<file path="config.mk">
export PLATFORM = sky130hd
export DESIGN_NAME = tkf_ctrl
export DESIGN_NICKNAME = d
export VERILOG_FILES = /design/src/hdl/tkf_pkg.sv /design/src/hdl/tkf_ctrl.sv
export SDC_FILE = /design/constraint.sdc
export NUM_CORES = 1
export LEC_CHECK = 0
export ABC_AREA = 1
export ABC_CLOCK_PERIOD_IN_PS = 1100
export BUFFER_PORTS_ARGS = -buffer_cell sky130_fd_sc_hd__buf_2
export CORE_AREA = 2 2 39 41
export DETAILED_ROUTE_END_ITERATION = 8
export DIE_AREA = 0 0 41 43
export PLACE_DENSITY = 0.57
export SYNTH_ARGS = -nofsm -noshare
export SYNTH_HDL_FRONTEND = slang
export SYNTH_SLANG_ARGS = --single-unit
</file>
<file path="constraint.sdc">
create_clock -name clk -period 1.1 [get_ports clk]
set_input_delay 0.11 -clock clk [delete_from_list [all_inputs] [get_ports clk]]
set_output_delay 0.11 -clock clk [all_outputs]
set_load 0.05 [all_outputs]
</file>
<file path="src/hdl/tkf_pkg.sv">
// shared constants, types and controller codes for the top-k frequent values core
package tkf_pkg;

    localparam int TABLE_DEPTH = 256;
    localparam int IDX_W       = $clog2(TABLE_DEPTH);
    localparam int USED_W      = $clog2(TABLE_DEPTH + 1);
    localparam int MAX_K       = 16;
    localparam int KI_W        = (MAX_K > 1) ? $clog2(MAX_K) : 1;
    localparam int K_W         = $clog2(MAX_K + 1);
    localparam int CFG_W       = 5;
    localparam int COUNT_W     = 16;
    localparam int VALUE_W     = 32;
    localparam int ENTRY_W     = VALUE_W + COUNT_W;

    localparam logic [COUNT_W-1:0] COUNT_MAX = {COUNT_W{1'b1}};

    typedef enum logic [2:0] {
        ST_IDLE,
        ST_SCAN_RD,
        ST_SCAN_CMP,
        ST_APPEND,
        ST_WALK_RD,
        ST_WALK_CMP,
        ST_EMIT
    } state_t;

    typedef struct packed {
        logic capture;
        logic ptr_clear;
        logic ptr_inc;
        logic count_up;
        logic append;
        logic list_clear;
        logic list_insert;
        logic emit_pop;
        logic set_clear;
    } cmd_t;

    typedef struct packed {
        logic used_zero;
        logic hit;
        logic ptr_last;
        logic set_end;
        logic emit_last;
    } status_t;

endpackage

</file>
<file path="src/hdl/tkf_ctrl.sv">
// controller state machine: table scan, ranking walk and result emission
module tkf_ctrl (
    input  logic             clk,
    input  logic             rst_n,
    input  logic             in_valid,
    output logic             in_ready,
    output logic             out_valid,
    input  logic             out_ready,
    input  tkf_pkg::status_t status,
    output tkf_pkg::cmd_t    cmd
);

    tkf_pkg::state_t state_reg;
    tkf_pkg::state_t state_next;

    always_ff @(posedge clk or negedge rst_n)
    begin
        if (!rst_n)
        begin
            state_reg <= tkf_pkg::ST_IDLE;
        end
        else
        begin
            state_reg <= state_next;
        end
    end

    always_comb
    begin
        state_next = state_reg;
        unique case (state_reg)
            tkf_pkg::ST_IDLE:
            begin
                if (in_valid)
                begin
                    state_next = status.used_zero ? tkf_pkg::ST_APPEND : tkf_pkg::ST_SCAN_RD;
                end
            end
            tkf_pkg::ST_SCAN_RD:
            begin
                state_next = tkf_pkg::ST_SCAN_CMP;
            end
            tkf_pkg::ST_SCAN_CMP:
            begin
                if (status.hit)
                begin
                    state_next = status.set_end ? tkf_pkg::ST_WALK_RD : tkf_pkg::ST_IDLE;
                end
                else if (status.ptr_last)
                begin
                    state_next = tkf_pkg::ST_APPEND;
                end
                else
                begin
                    state_next = tkf_pkg::ST_SCAN_RD;
                end
            end
            tkf_pkg::ST_APPEND:
            begin
                state_next = status.set_end ? tkf_pkg::ST_WALK_RD : tkf_pkg::ST_IDLE;
            end
            tkf_pkg::ST_WALK_RD:
            begin
                state_next = tkf_pkg::ST_WALK_CMP;
            end
            tkf_pkg::ST_WALK_CMP:
            begin
                state_next = status.ptr_last ? tkf_pkg::ST_EMIT : tkf_pkg::ST_WALK_RD;
            end
            tkf_pkg::ST_EMIT:
            begin
                if (out_ready && status.emit_last)
                begin
                    state_next = tkf_pkg::ST_IDLE;
                end
            end
            default:
            begin
                state_next = tkf_pkg::ST_IDLE;
            end
        endcase
    end

    always_comb
    begin
        cmd       = '0;
        in_ready  = 1'b0;
        out_valid = 1'b0;
        unique case (state_reg)
            tkf_pkg::ST_IDLE:
            begin
                in_ready      = 1'b1;
                cmd.capture   = in_valid;
                cmd.ptr_clear = in_valid;
            end
            tkf_pkg::ST_SCAN_RD:
            begin
            end
            tkf_pkg::ST_SCAN_CMP:
            begin
                if (status.hit)
                begin
                    cmd.count_up   = 1'b1;
                    cmd.ptr_clear  = status.set_end;
                    cmd.list_clear = status.set_end;
                end
                else if (!status.ptr_last)
                begin
                    cmd.ptr_inc = 1'b1;
                end
            end
            tkf_pkg::ST_APPEND:
            begin
                cmd.append     = 1'b1;
                cmd.ptr_clear  = status.set_end;
                cmd.list_clear = status.set_end;
            end
            tkf_pkg::ST_WALK_RD:
            begin
            end
            tkf_pkg::ST_WALK_CMP:
            begin
                cmd.list_insert = 1'b1;
                cmd.ptr_inc     = !status.ptr_last;
            end
            tkf_pkg::ST_EMIT:
            begin
                out_valid     = 1'b1;
                cmd.emit_pop  = out_ready;
                cmd.set_clear = out_ready && status.emit_last;
            end
            default:
            begin
            end
        endcase
    end

endmodule

</file>
==> impl_metrics.py, run 1 <==
metrics = {
    "outcome": {
        "status": "finished with violations",
        "violations": "negative setup slack",
    },
    "place": {
        "dp.cells": 93,
        "globalplace.congestion": 0.738,
        "io_buffers": 19,
        "place_hpwl_um": 687,
        "place_ws_ps": -218,
    },
    "critical_path": {
        "worstPathRequired_ps": 990,
        "start_kind": "flop",
        "r2r_cells": 10,
        "worstPathArrival_ps": 1300,
        "cp_max_fo": 4,
        "cp-end-kind": "output pin",
        "crit_type": "reg -> out",
    },
    "routing": {
        "antenna_left": 0,
        "routedWlPerCell_um": 9.49,
        "drc": 0,
        "first_iter_violations": 3,
        "dr.pass1.iters": 3,
        "totalWireLength_um": 1030,
        "via_per_inst": 4.27,
        "num_vias": 465,
    },
    "synth": {
        "async_flop_share_pct": 100,
        "yosysTopAreaCell": "dfrtp_1",
        "syn-cell-area_um2": 295,
        "yosysTopAreaCellShare_pct": 25.4,
        "synthTopCellsByCount": "inv_1 (11), nor2_1 (11), nand2_1 (7), dfrtp_1 (3), nand3_1 (3)",
        "synth_edf_count": 0,
        "syn_area_per_cell_um2": 6.15,
        "ys_ff_latch": 3,
        "yosysUniqueCellTypes": 14,
        "synth_nets": 57,
        "synth-main-ff-cell": "dfrtp_1",
        "yosysSeqAreaShare_pct": 25.4,
        "synth_cells": 48,
        "ys_warn_count": 0,
        "yosys-top-cells-area": "dfrtp_1 (25%), inv_1 (14%), nor2_1 (14%)",
    },
    "grt": {
        "grt_pass1_vias": 426,
        "antenna_found_initial": 0,
        "grt_pass1_wl_um": 1680,
        "grt_max_degree": 6,
        "track_usage_pct": 14.5,
        "overflow": 0,
    },
    "finish": {
        "layout.nets": 103,
        "area_growth_syn_to_layout_pct": 174,
        "antenna_cells": 0,
        "largest_reg_flops": 3,
        "drive_gt1_share_pct": 75.3,
        "stdcell_count": 109,
        "finish.utilization_pct": 58.4,
    },
    "cts": {
        "clk_latency_ps": 240,
        "cts_num_sinks": 3,
        "htree_levels": 1,
        "clk_pin_slew_ps": 40,
        "numCtsBuffers": 3,
        "cts_tree": "yes",
        "cts_buffer_depth": 2,
        "cts_root_buffer": "clkbuf_4",
    },
    "sta": {
        "clock_skew_ps": 3.36,
        "slew_headroom_pct": 86.0,
        "post-route-period-util_pct": 128,
        "hold_violations": 0,
        "period_needed_ps": 1410,
        "finalSetupViolations": 14,
        "max_freq_mhz": 709,
        "slew_viol_final": 0,
        "tightest_slew_ps": 209,
        "rsz0062_at_grt": "yes",
        "setup_ws_ps": -311,
    },
    "floorplanning": {
        "core_um2": 1380,
        "num_rows": 14,
        "die-area_um2": 1760,
        "boundaryPins": 20,
        "initial_core_util_pct": 21.3,
        "die_width_um": 41,
        "die_h_um": 43,
    },
    "pwr": {
        "power.leakage_nw": 0.398,
        "p_per_area_nw_per_um2": 2840,
        "ir_drop_v": 0.00118,
    },
    "hold_path": {
        "hold_class": "in -> async",
    },
    "job": {
        "cap_violations": 0,
    },
}
-- layout make-up --
class / instances / area, µm²
sequential: 3 / 78.8
inverter: 12 / 51.3
fill: 127 / 576
multi-input combinational: 33 / 255
clock buffer: 4 / 26.3
tap: 16 / 20.0
timing repair buffer: 41 / 377
-- final timing paths --
check                          endpoint  slack [ps]         start
setup / recovery                 cmd[6]        -310  state_reg[2]
hold / removal             state_reg[0]         200         rst_n
setup reg to reg           state_reg[1]        -210  state_reg[2]
hold reg to reg            state_reg[0]         680  state_reg[1]
max in group asynchronous  state_reg[2]         780         rst_n
min in group clk           state_reg[1]         230     status[4]
-- metrics by stage --
stage	TNS (ps)	power, mW	instance area [µm²]	hold slack (ps)
floorplan	-1860	1.15	353	-186
global placement	-1580	1.54	543	-92.3
detailed placement	-1620	1.54	543	-91.8
CTS	-3350	2.23	767	192
global route	-4570	2.46	808	204
finish	-3570	2.29	808	201
-- repair_timing --
action | CTS | global route
gates resized for setup | 36 | 8
pin swaps | 11 | 4
setup buffers | 9 | 3
endpoints found under the setup margin | 14 | 14
hold endpoints to repair | 3 | 0
hold buffers | 1 | 0
-- placed cells by master, fill, tap and decap left out --
| cell type | synthesis | layout |
|---|---|---|
| buf_8 | 0 | 6 |
| nand2_2 | 2 | 3 |
| clkinvlp_4 | 0 | 1 |
| o21ai_2 | 0 | 1 |
| dfrtp_2 | 0 | 3 |
| nand2_4 | 0 | 2 |
| nor2_4 | 2 | 8 |
| o21ai_0 | 2 | 1 |
| inv_4 | 0 | 1 |
| buf_2 | 0 | 8 |
| buf_4 | 0 | 15 |
| nand3_1 | 3 | 3 |
| nor3_4 | 1 | 2 |
| clkbuf_1 | 0 | 1 |
| inv_1 | 11 | 6 |
| nand4_1 | 2 | 2 |
| o211ai_1 | 1 | 1 |
| nor2_2 | 1 | 2 |
| clkbuf_4 | 0 | 3 |
| nor2_1 | 11 | 4 |
| inv_2 | 1 | 4 |
| nand2_1 | 7 | 4 |
| dlygate4sd3_1 | 0 | 1 |
| buf_6 | 0 | 11 |
-- critical path, stage by stage, from the launching register on --
cell and delay, ps:
dfrtp_2 440, nor2_4 140, nand2_2 90, nor2_4 120
nor2_2 50, nor2_4 90, buf_8 150
-- routing by layer --
layer / part of all wire [%] / wire, µm / track usage, % / vias to the layer above
met3: 4.5 / 47 / 4.71 / 2
met4: 1.6 / 17 / 8.00 / 0
met1: 39 / 404 / 16.5 / 213
li1: - / - / - / 237
met2: 55 / 565 / 22.5 / 13
met5: 0 / 0 / 0 / -
-- logic make-up (layout without fill, tap and decap cells) --
family                 after synthesis  after routing  synth area share, %
AOI/OAI and AO/OA                    3              3                 5.93
buffers and inverters               12             57                 15.3
DFF                                  3              3                 25.4
and+or+nand+nor                     30             30                 53.4
-- power by group --
| group | switching, mW | internal [mW] |
|---|---|---|
| Clock | 0.0598 | 0.136 |
| Sequential | 0.0891 | 0.175 |
| Combinational | 1.00 | 0.831 |
| Total | 1.15 | 1.14 |
Note: power is estimated with default switching activity, not from simulation.
==> run 2, diff against run 1 <==
- TNS_END_PERCENT: unset -> 5
==> run 2 against run 1 <==
The flow still finishes with violations (negative setup slack). Power down 10%. Sequential cell count unchanged. Critical endpoint unchanged. Largest power group unchanged. Core utilization down 7.1 points. Count of clock-buffer cells in the layout unchanged.
==> impl_metrics.py, run 2 (synthesis results as in run 1) <==
metrics = {
    "cts": {
        "htree_levels": 1,
        "clk_latency_ps": 230,
        "cts_tree": "yes",
        "clk_pin_slew_ps": 40,
        "cts_num_sinks": 3,
        "numCtsBuffers": 3,
        "cts_buffer_depth": 2,
        "cts_root_buffer": "clkbuf_4",
    },
    "finish": {
        "stdcell_count": 104,
        "layout_commonest_cell": "buf_4",
        "design_area_um2": 709,
        "finish.utilization_pct": 51.3,
        "fill_cells": 143,
        "antenna_cells": 0,
        "largest_reg_flops": 3,
        "area_growth_syn_to_layout_pct": 140,
        "final_cell_mix": "buf_4 (14), buf_6 (11), inv_1 (8), buf_2 (8)",
        "drive_gt1_share_pct": 71.6,
        "layout.nets": 98,
    },
    "routing": {
        "num_vias": 426,
        "antenna_left": 0,
        "dr.pass1.iters": 2,
        "drc": 0,
        "routedWlPerCell_um": 9.17,
        "via_per_inst": 4.10,
        "totalWireLength_um": 954,
        "first_iter_violations": 3,
    },
    "grt": {
        "grt_pass1_vias": 409,
        "track_usage_pct": 12.4,
        "antenna_found_initial": 0,
        "grt_max_degree": 7,
        "grt_pass1_wl_um": 1520,
        "overflow": 0,
    },
    "floorplanning": {
        "die_width_um": 41,
        "die-area_um2": 1760,
        "num_rows": 14,
        "boundaryPins": 20,
        "core_um2": 1380,
        "initial_core_util_pct": 21.3,
        "die_h_um": 43,
    },
    "critical_path": {
        "cp-end-kind": "output pin",
        "reg2reg_from": "state_reg[1]",
        "r2r-end": "state_reg[0]",
        "cp_max_fo": 5,
        "start_kind": "flop",
        "worstPathArrival_ps": 1280,
        "crit_type": "reg -> out",
        "r2r_cells": 10,
        "ff2ff_setup_slack_ps": -270,
        "worstPathRequired_ps": 990,
    },
    "hold_path": {
        "hold_class": "in -> async",
    },
    "pwr": {
        "ir_drop_v": 0.00117,
        "power.leakage_nw": 0.366,
        "p_per_area_nw_per_um2": 2890,
    },
    "sta": {
        "tightest_slew_ps": 341,
        "max_freq_mhz": 720,
        "post-route-period-util_pct": 126,
        "hold_violations": 0,
        "fin_setup_tns_ps": -3030,
        "slew_viol_final": 0,
        "period_needed_ps": 1390,
        "rsz0062_at_grt": "yes",
        "setup_ws_ps": -289,
        "slew_headroom_pct": 77.1,
        "finalSetupViolations": 14,
        "clock_skew_ps": 1.76,
    },
    "place": {
        "io_buffers": 19,
        "dp.cells": 94,
        "place_hpwl_um": 686,
        "place_ws_ps": -197,
        "globalplace.congestion": 0.745,
        "place_area_um2": 520,
    },
    "outcome": {
        "violations": "negative setup slack",
        "status": "finished with violations",
    },
    "job": {
        "cap_violations": 0,
    },
}
[run 2: cell count changes in the layout (fill, tap and decap cells not counted)]
cell | previous run | this run
nand2_4 | 2 | 0
nor2_4 | 8 | 5
nor2_2 | 2 | 5
inv_1 | 6 | 8
inv_4 | 1 | 0
buf_8 | 6 | 2
nand2_2 | 3 | 5
clkinvlp_4 | 1 | 0
buf_4 | 15 | 14
[run 2: how the worst max path moves through the flow]
stage / from / endpoint / slack [ps] / cells after the start
6_report: state_reg[2] / cmd[6] / -290 / 6
5_1_grt: state_reg[2] / cmd[6] / -380 / 6
4_1_cts: state_reg[1] / cmd[6] / -370 / 7
3_5_place_dp: state_reg[1] / cmd[6] / -200 / 7
3_3_place_gp: state_reg[1] / cmd[6] / -180 / 5
2_1_floorplan: state_reg[2] / cmd[6] / -420 / 4
[run 2: power by group]
group | switching, mW | internal [mW] | total [mW]
sequential | 0.0891 | 0.175 | 0.264
combinational | 0.912 | 0.686 | 1.60
clock | 0.0551 | 0.136 | 0.191
[run 2: layout make-up]
type | instances | area, µm² | area share (%)
repair buffers | 36 | 309 | 43.6
multi-input cells | 33 | 230 | 32.5
flip-flops and latches | 3 | 78.8 | 11.1
inverters | 12 | 45.0 | 6.35
clock buffers | 4 | 26.3 | 3.70
well taps | 16 | 20.0 | 2.82
[run 2: layer usage]
| layer | GRT usage (%) | share of wire, % | wire length (µm) |
|---|---|---|---|
| met5 | 0 | 0 | 0 |
| met4 | 6.00 | 0 | 0 |
| met3 | 3.14 | 3.6 | 34 |
| met2 | 19.4 | 54 | 515 |
| met1 | 14.9 | 42 | 404 |
[run 2: what timing repair did]
item                                   in CTS  in global routing
setup endpoints to repair                  14                 14
endpoints found under the hold margin       3                  0
buffers inserted                            3                  2
hold buffers                                1                  0
resized for setup                          24                 13
pin swaps                                   6                  5
[run 2: worst max-delay path, stage by stage (launching register included)]
cell,delay (ps)
dfrtp_2,440
nor2_4,150
nand2_2,80
nor2_4,90
nor2_2,50
nor2_4,80
buf_6,160
[run 2: stage by stage]
stage          power, mW  hold WS, ps
2_1_floorplan       1.08         -186
3_3_place_gp        1.49        -93.1
3_5_place_dp        1.50        -91.3
4_1_cts             1.94          193
5_1_grt             2.21          192
6_report            2.05          206
==> run 3, diff against run 2 <==
- MAX_ROUTING_LAYER: unset -> met4
==> run 3 against run 2 <==
The flow still finishes with violations (negative setup slack). Cell count unchanged. Clock power is essentially flat. Count of clock-buffer cells in the layout unchanged. Sequential power about the same. Global-route usage rose by 0.31 points. Die area unchanged. Wire length increased by 0.42%. Sequential cell count unchanged. Via count unchanged. Power about the same. Largest cell class unchanged.
==> impl_metrics.py, run 3 (synthesis results as in run 1) <==
metrics = {
    "outcome": {
        "status": "finished with violations",
        "violations": "negative setup slack",
    },
    "floorplanning": {
        "die_width_um": 41,
        "die-area_um2": 1760,
        "boundaryPins": 20,
        "die_h_um": 43,
        "num_rows": 14,
        "initial_core_util_pct": 21.3,
        "core_um2": 1380,
    },
    "pwr": {
        "power_mw": 2.05,
        "p_per_area_nw_per_um2": 2890,
        "ir_drop_v": 0.00117,
        "power.leakage_nw": 0.366,
    },
    "critical_path": {
        "cp_max_fo": 5,
        "worstPathRequired_ps": 990,
        "r2r-end": "state_reg[0]",
        "crit_type": "reg -> out",
        "ff2ff_setup_slack_ps": -270,
        "cp-end-kind": "output pin",
        "r2r_cells": 10,
        "start_kind": "flop",
        "worstPathArrival_ps": 1280,
        "reg2reg_from": "state_reg[1]",
    },
    "finish": {
        "multiInputGateArea_um2": 230,
        "fill_cells": 143,
        "stdcell_count": 104,
        "regArea_um2": 78.8,
        "area_growth_syn_to_layout_pct": 140,
        "layout.nets": 98,
        "antenna_cells": 0,
        "final_cell_mix": "buf_4 (14), buf_6 (11), inv_1 (8), buf_2 (8)",
        "drive_gt1_share_pct": 71.6,
        "largest_reg_flops": 3,
        "layout_commonest_cell": "buf_4",
    },
    "routing": {
        "via_per_inst": 4.10,
        "num_vias": 426,
        "first_iter_violations": 4,
        "routedWlPerCell_um": 9.21,
        "drc": 0,
        "totalWireLength_um": 958,
        "antenna_left": 0,
        "dr.pass1.iters": 2,
    },
    "sta": {
        "post-route-period-util_pct": 126,
        "clock_skew_ps": 1.94,
        "hold_violations": 0,
        "max_freq_mhz": 719,
        "setup_ws_ps": -290,
        "period_needed_ps": 1390,
        "rsz0062_at_grt": "yes",
        "fin_setup_tns_ps": -3040,
        "slew_viol_final": 0,
        "finalSetupViolations": 14,
        "slew_headroom_pct": 77.1,
        "tightest_slew_ps": 341,
    },
    "grt": {
        "grt.met3_usage_pct": 3.14,
        "overflow": 0,
        "antenna_found_initial": 0,
        "grt_pass1_wl_um": 1520,
        "gr-max-usage-layer": "met2",
        "grt_max_degree": 7,
        "grt_util_met1_pct": 14.9,
        "grt_pass1_vias": 408,
        "grt_use_met2_pct": 19.4,
        "track_usage_pct": 12.7,
    },
    "cts": {
        "cts_buffer_depth": 2,
        "cts_num_sinks": 3,
        "clk_latency_ps": 230,
        "clk_pin_slew_ps": 40,
        "htree_levels": 1,
        "cts_tree": "yes",
        "cts_root_buffer": "clkbuf_4",
        "numCtsBuffers": 3,
    },
    "place": {
        "globalplace.congestion": 0.754,
        "io_buffers": 19,
        "dp.cells": 94,
        "place_hpwl_um": 686,
    },
    "hold_path": {
        "hold_class": "in -> async",
    },
    "job": {
        "cap_violations": 0,
    },
}
==> run 3: area by class of cell <==
class,instances,area share [%]
clock buffer,4,3.70
inverter,12,6.35
multi-input combinational,33,32.5
sequential,3,11.1
timing repair buffer,36,43.6
tap,16,2.82
==> run 3: worst max path at each step <==
stage                       startpoint  endpoint  cells past startpoint
after detailed placement  state_reg[1]    cmd[6]                      7
after global placement    state_reg[1]    cmd[6]                      5
after CTS                 state_reg[1]    cmd[6]                      7
final                     state_reg[2]    cmd[6]                      6
after floorplan           state_reg[2]    cmd[6]                      4
after global routing      state_reg[2]    cmd[6]                      6
==> run 3: power by group <==
part	switching (mW)	leakage [nW]	internal, mW
Sequential	0.0885	0.0338	0.175
Combinational	0.912	0.318	0.686
Clock	0.0559	0.0150	0.136
==> run 3: stage by stage <==
step / util, % / cell area [µm²] / worst slack (ps) / hold slack [ps]
floorplan: - / 323 / -421 / -186
global placement: 37.6 / 520 / -180 / -93.1
detailed placement: 37.6 / 520 / -197 / -91.3
CTS: 47.3 / 654 / -371 / 193
global route: 51.3 / 709 / -375 / 192
finish: 51.3 / 709 / -290 / 206
==> run 3: layer usage <==
| layer | up-vias | part of all wire (%) |
|---|---|---|
| met1 | 188 | 43 |
| met4 | 0 | 0 |
| met3 | 0 | 2.9 |
| met2 | 11 | 54 |
| li1 | 227 | - |
| met5 | - | 0 |
==> run 3: critical path: stages, from the launching register on <==
cell and delay (ps):
dfrtp_2 440, nor2_4 150, nand2_2 80, nor2_4 90
nor2_2 50, nor2_4 80, buf_6 160
==> run 3: repair_timing <==
action / CTS / global route
pin swaps: 6 / 5
setup endpoints to repair: 14 / 14
hold endpoints to repair: 3 / 0
setup buffers: 3 / 2
hold buffers: 1 / 0
gates resized for setup: 24 / 13
